`config.mk`:
```
export PLATFORM = sky130hd
export DESIGN_NAME = htwd_out
export DESIGN_NICKNAME = d
export VERILOG_FILES = /design/src/hw/rtl/huffman_tree_walk_decoder_macros.svh /design/src/hw/rtl/htwd_pkg.sv /design/src/hw/rtl/htwd_out.sv
export SDC_FILE = /design/constraint.sdc
export NUM_CORES = 1
export LEC_CHECK = 0
export BUFFER_PORTS_ARGS = -buffer_cell sky130_fd_sc_hd__buf_2
export CAP_MARGIN = 10
export CORE_AREA = 2 2 39 41
export CTS_CLUSTER_DIAMETER = 80
export DETAILED_ROUTE_END_ITERATION = 7
export DIE_AREA = 0 0 41 43
export GPL_TIMING_DRIVEN = 0
export SETUP_SLACK_MARGIN = 0.15
export SLEW_MARGIN = 20
export SYNTH_ARGS = -nofsm -noshare
export SYNTH_HDL_FRONTEND = slang
export SYNTH_SLANG_ARGS = --single-unit
```
`constraint.sdc`:
```
create_clock -name clk_i -period 1.7 [get_ports clk_i]
set_input_delay 0.425 -clock clk_i [delete_from_list [all_inputs] [get_ports clk_i]]
set_output_delay 0.425 -clock clk_i [all_outputs]
set_load 0.02 [all_outputs]
```
`src/hw/rtl/huffman_tree_walk_decoder_macros.svh`:
```
// assertion macros used by the huffman tree walk decoder rtl
`ifndef HUFFMAN_TREE_WALK_DECODER_MACROS_SVH
`define HUFFMAN_TREE_WALK_DECODER_MACROS_SVH

// same-cycle implication, disabled while reset is asserted
`define HTWD_ASSERT_IMP(lbl, clk, rstn, ante, cons, msg) \
  lbl: assert property (@(posedge clk) disable iff (!rstn) (ante) |-> (cons)) \
    else $error(msg);

// next-cycle implication, disabled while reset is asserted
`define HTWD_ASSERT_NXT(lbl, clk, rstn, ante, cons, msg) \
  lbl: assert property (@(posedge clk) disable iff (!rstn) (ante) |=> (cons)) \
    else $error(msg);

`endif

```
`src/hw/rtl/htwd_pkg.sv`:
```
// shared constants and types of the huffman tree walk decoder
package htwd_pkg;

  localparam int unsigned IDX_W    = 9;
  localparam int unsigned SYM_W    = 8;
  localparam int unsigned BYTE_W   = 8;
  localparam int unsigned CNT_W    = 4;
  localparam int unsigned MAX_BITS = 8;

  localparam logic [1:0] OP_WRITE   = 2'd0;
  localparam logic [1:0] OP_DECODE  = 2'd1;
  localparam logic [1:0] OP_RESTART = 2'd2;

  // one decoded symbol handed from the walker to the output register
  typedef struct packed {
    logic             valid;
    logic [SYM_W-1:0] symbol;
    logic             last;
  } push_t;

endpackage

```
`src/hw/rtl/htwd_out.sv`:
```
// output register between the walker and the result channel
module htwd_out (
  input  logic                        clk_i,
  input  logic                        rst_ni,
  input  htwd_pkg::push_t             push_i,
  output logic                        push_ready_o,
  output logic                        out_valid_o,
  input  logic                        out_stall_i,
  output logic [htwd_pkg::SYM_W-1:0]  symbol_o,
  output logic                        last_o
);

  logic                       valid_q;
  logic [htwd_pkg::SYM_W-1:0] symbol_q;
  logic                       last_q;

  assign push_ready_o = !valid_q || !out_stall_i;

  always_ff @(posedge clk_i or negedge rst_ni) begin
    if (!rst_ni) begin
      valid_q <= 1'b0;
    end else if (push_i.valid) begin
      valid_q <= 1'b1;
    end else if (!out_stall_i) begin
      valid_q <= 1'b0;
    end
  end

  always_ff @(posedge clk_i) begin
    if (push_i.valid) begin
      symbol_q <= push_i.symbol;
      last_q   <= push_i.last;
    end
  end

  assign out_valid_o = valid_q;
  assign symbol_o    = symbol_q;
  assign last_o      = last_q;

endmodule

```
[Word-level counts from Yosys, hierarchy flattened]
Cells that the tools add are included.
Storage, ports and cells
  flip-flop bits (word level): 10
  bits of input ports: 13
  bits in read-only memories: 0
  latch bits: 0
  word-level logic and storage cells: 9
  output and inout bits: 11
  memory bits (writable): 0
  memories kept: 0
Cells by class
  equal/unequal tests: 1
  mux-type cells: 2
  div/mod/pow operators: 0
  multipliers: 0
  shift operators: 0
  reductions and logical operators: 3
  bitwise gates (word level): 0
  add/subtract/negate cells: 0
  magnitude comparators: 0
Operators by type and width (number)
  zero test 1 bit: 2
  two-way mux 1 bit: 2
  != test 2 bit (second input constant): 1
  logical OR 1 bit: 1

[Depth between registers and ports, before layout]
  word-level depth: 2
  depth in mapped cells: 1
  mapped depth without buffers: 1

[Worst setup path before layout]
No wires, ideal clock.
  path kind: register to output
  start: register valid_q, in the netlist out_valid_o
  end: output port push_ready_o
  path buffers: 0
  data arrival time: 0.635 ns
  data required time: 1.275 ns
  slack: 0.640 ns
  cell stages (with the launch flop): 2
  path through: dfrtp_1 nand2_1
On the way
  cells in the longest elaborated chain, start to end: 2
Ends and longest elaborated chain
  start, declared: line htwd_out.sv:13  | logic valid_q;
  start signal, assigned: line htwd_out.sv:21  | valid_q <= 1'b0;
  start signal, assigned: line htwd_out.sv:23  | valid_q <= 1'b1;
  start signal, assigned: line htwd_out.sv:25  | valid_q <= 1'b0;
  zero test 1 bit: line htwd_out.sv:17  | assign push_ready_o = !valid_q || !out_stall_i;
  logical OR 1 bit: line htwd_out.sv:17
  end, declared: line htwd_out.sv:6  | output logic push_ready_o,
Every way passes these cells.

[Final worst setup path]
Ends and elaborated chain as after synthesis.

==> flow_metrics.tcl <==
set metrics [dict create \
    postLayoutCellArea_um2 478 \
    core-area_um2 1380 \
    drt-total-wl_um 561 \
    nNetsFinal 54 \
    dp_hpwl_um 434 \
    yosysSeqAreaShare_pct 96.3 \
    grt-ovfl-total 0 \
    max_cap_viol_count 0 \
    htree_num_levels 1 \
    endpoint_kind "primary output" \
    yosys_warnings 0 \
    placed_cell_area_um2 442 \
    vdd_drop_max_v 0.000353 \
    utilization_pct 34.5 \
    grt_pass1_vias 187 \
    setup_ws_ns 0.423 \
    netlist_area_um2 307 \
    clock-skew-final_ns 0 \
    layout_common_cells "buf_2, edfxtp_1, clkbuf_4" \
    dr.pass1.iters 2 \
    fmax_mhz 783 \
    critical_path_class "reg -> out" \
    drtIter0Drc 9 \
    hold_path_class "in -> reg" \
    globalplace.congestion 0.569 \
    clock_latency_ns 0.25 \
    cp_max_fo 3 \
    io_buffer_count 23 \
    period_minus_slack_ns 1.28 \
    dieWidth_um 41 \
    cts_tree "yes" \
    finalSetupViolCount 0 \
    ioPinCount 24 \
    dp_cells 51 \
    maxSlewViolCount 0 \
    grt_max_degree 11 \
    fillers 141 \
    worst_pin_slew_ns 0.219 \
    hold_violations 0 \
    final_common_cell "buf_2" \
    slew_headroom_pct 85.4 \
    min_period_over_period_pct 75.1 \
    outcome "finished, final reports clean" \
    final.setup.tns_ns 0 \
    track_usage_pct 7.38 \
    vias 213 \
    antenna_cells 0 \
    rsz0062_at_grt "false" \
    critPathArrivalTime_ns 0.85 \
    clk_path_buf_depth 2 \
    wire_per_inst_um 10.0 \
    synth_cells 12 \
    antenna_found_initial 0 \
    vias_per_cell 3.80 \
    die_y_um 43 \
    clk_pin_slew_worst_paths_ns 0.06 \
    cp-start-kind "flop" \
    clock_sinks 10 \
    dp_slack_ns 0.545 \
    synth_fp_nets 25 \
    remaining_drc_errors 0 \
    powerDensity_nw_per_um2 1100 \
    fp.dieArea_um2 1760 \
    cts-root-buf "clkbuf_4" \
    area_growth_pct 55.9 \
    fp-row-count 14 \
    start_util_pct 22.2 \
    ys_seq_elements 10 \
    final-instance-count-excl-fill 56 \
    numCtsBuffers 3 \
    p_leak_nw 0.216 \
    drive_gt1_share_pct 65.0 \
    ant_nets 0 \
    synth_cell_type_count 4 \
    avgSynthCellArea_um2 25.5 \
    critPathRequiredTime_ns 1.27 \
    grt_pass1_wl_um 765 \
]
[what timing repair did]
action / CTS / global route
setup buffers: 0 / 0
hold buffers: 1 / 0
hold endpoints to repair: 1 / 0
gates resized for setup: 0 / 0
[where the power goes]
part / switching, mW / internal, mW / leakage, nW / total (mW)
logic: 0.0411 / 0.0256 / 0.102 / 0.0666
registers: 0.00479 / 0.289 / 0.0988 / 0.294
clock network: 0.0736 / 0.0903 / 0.0150 / 0.164
total: 0.119 / 0.405 / 0.216 / 0.524
[stage by stage]
step | power (mW) | hold WS (ns)
global route | 0.550 | 0.328
detailed placement | 0.365 | 0.200
CTS | 0.534 | 0.327
floorplan | 0.329 | 0.129
global placement | 0.364 | 0.200
finish | 0.524 | 0.339
[cell type report]
class / instances / area, µm² / area share [%]
Clock buffer: 4 / 26.3 / 5.50
Multi-Input combinational cell: 2 / 11.3 / 2.36
Sequential cell: 10 / 295 / 61.8
Tap cell: 16 / 20.0 / 4.19
Timing Repair Buffer: 24 / 125 / 26.2
[worst max-delay path, stage by stage (launching register included)]
cell and delay [ns]:
dfrtp_1 0.39, nand2_1 0.06, buf_2 0.15
[state kept, by name, summed over array words and instances (netlist names)]
| name | flops |
|---|---|
| last_o | 1 |
| out_valid_o | 1 |
| symbol_o | 8 |
[kinds of logic (layout without fill, tap and decap cells)]
group,count (synthesis),count (layout),share of synthesized area [%]
AOI/OAI and AO/OA,1,1,2.45
buffers and inverters,0,28,0
DFF,10,10,96.3
and+or+nand+nor,1,1,1.22
[synth_stat cells]
cell type / number / area share [%]
nand2_1: 1 / 1.2
a21o_1: 1 / 2.4
dfrtp_1: 1 / 8.2
edfxtp_1: 9 / 88
[final timing paths]
check | cells past startpoint | startpoint | endpoint | slack (ns)
max in group asynchronous | 2 | rst_ni | out_valid_o$_DFFE_PN0P_ | 1.15
hold / removal | 1 | push_i[7] | symbol_o[6]$_DFFE_PP_ | 0.34
min in group asynchronous | 2 | rst_ni | out_valid_o$_DFFE_PN0P_ | 0.47
setup / recovery | 2 | out_valid_o$_DFFE_PN0P_ | push_ready_o | 0.42
hold reg to reg | 1 | out_valid_o$_DFFE_PN0P_ | out_valid_o$_DFFE_PN0P_ | 0.51
setup reg to reg | 1 | out_valid_o$_DFFE_PN0P_ | out_valid_o$_DFFE_PN0P_ | 1.05
[routing by layer]
metal	global-route usage (%)	up-vias	share of wire, %	routed length, µm
met5	0	-	0	0
met1	9.28	89	43	241
met2	8.44	21	41	229
met3	4.71	0	16	90
met4	6.00	0	0	0
li1	-	103	-	-
Power figures use the tool's default switching activity.
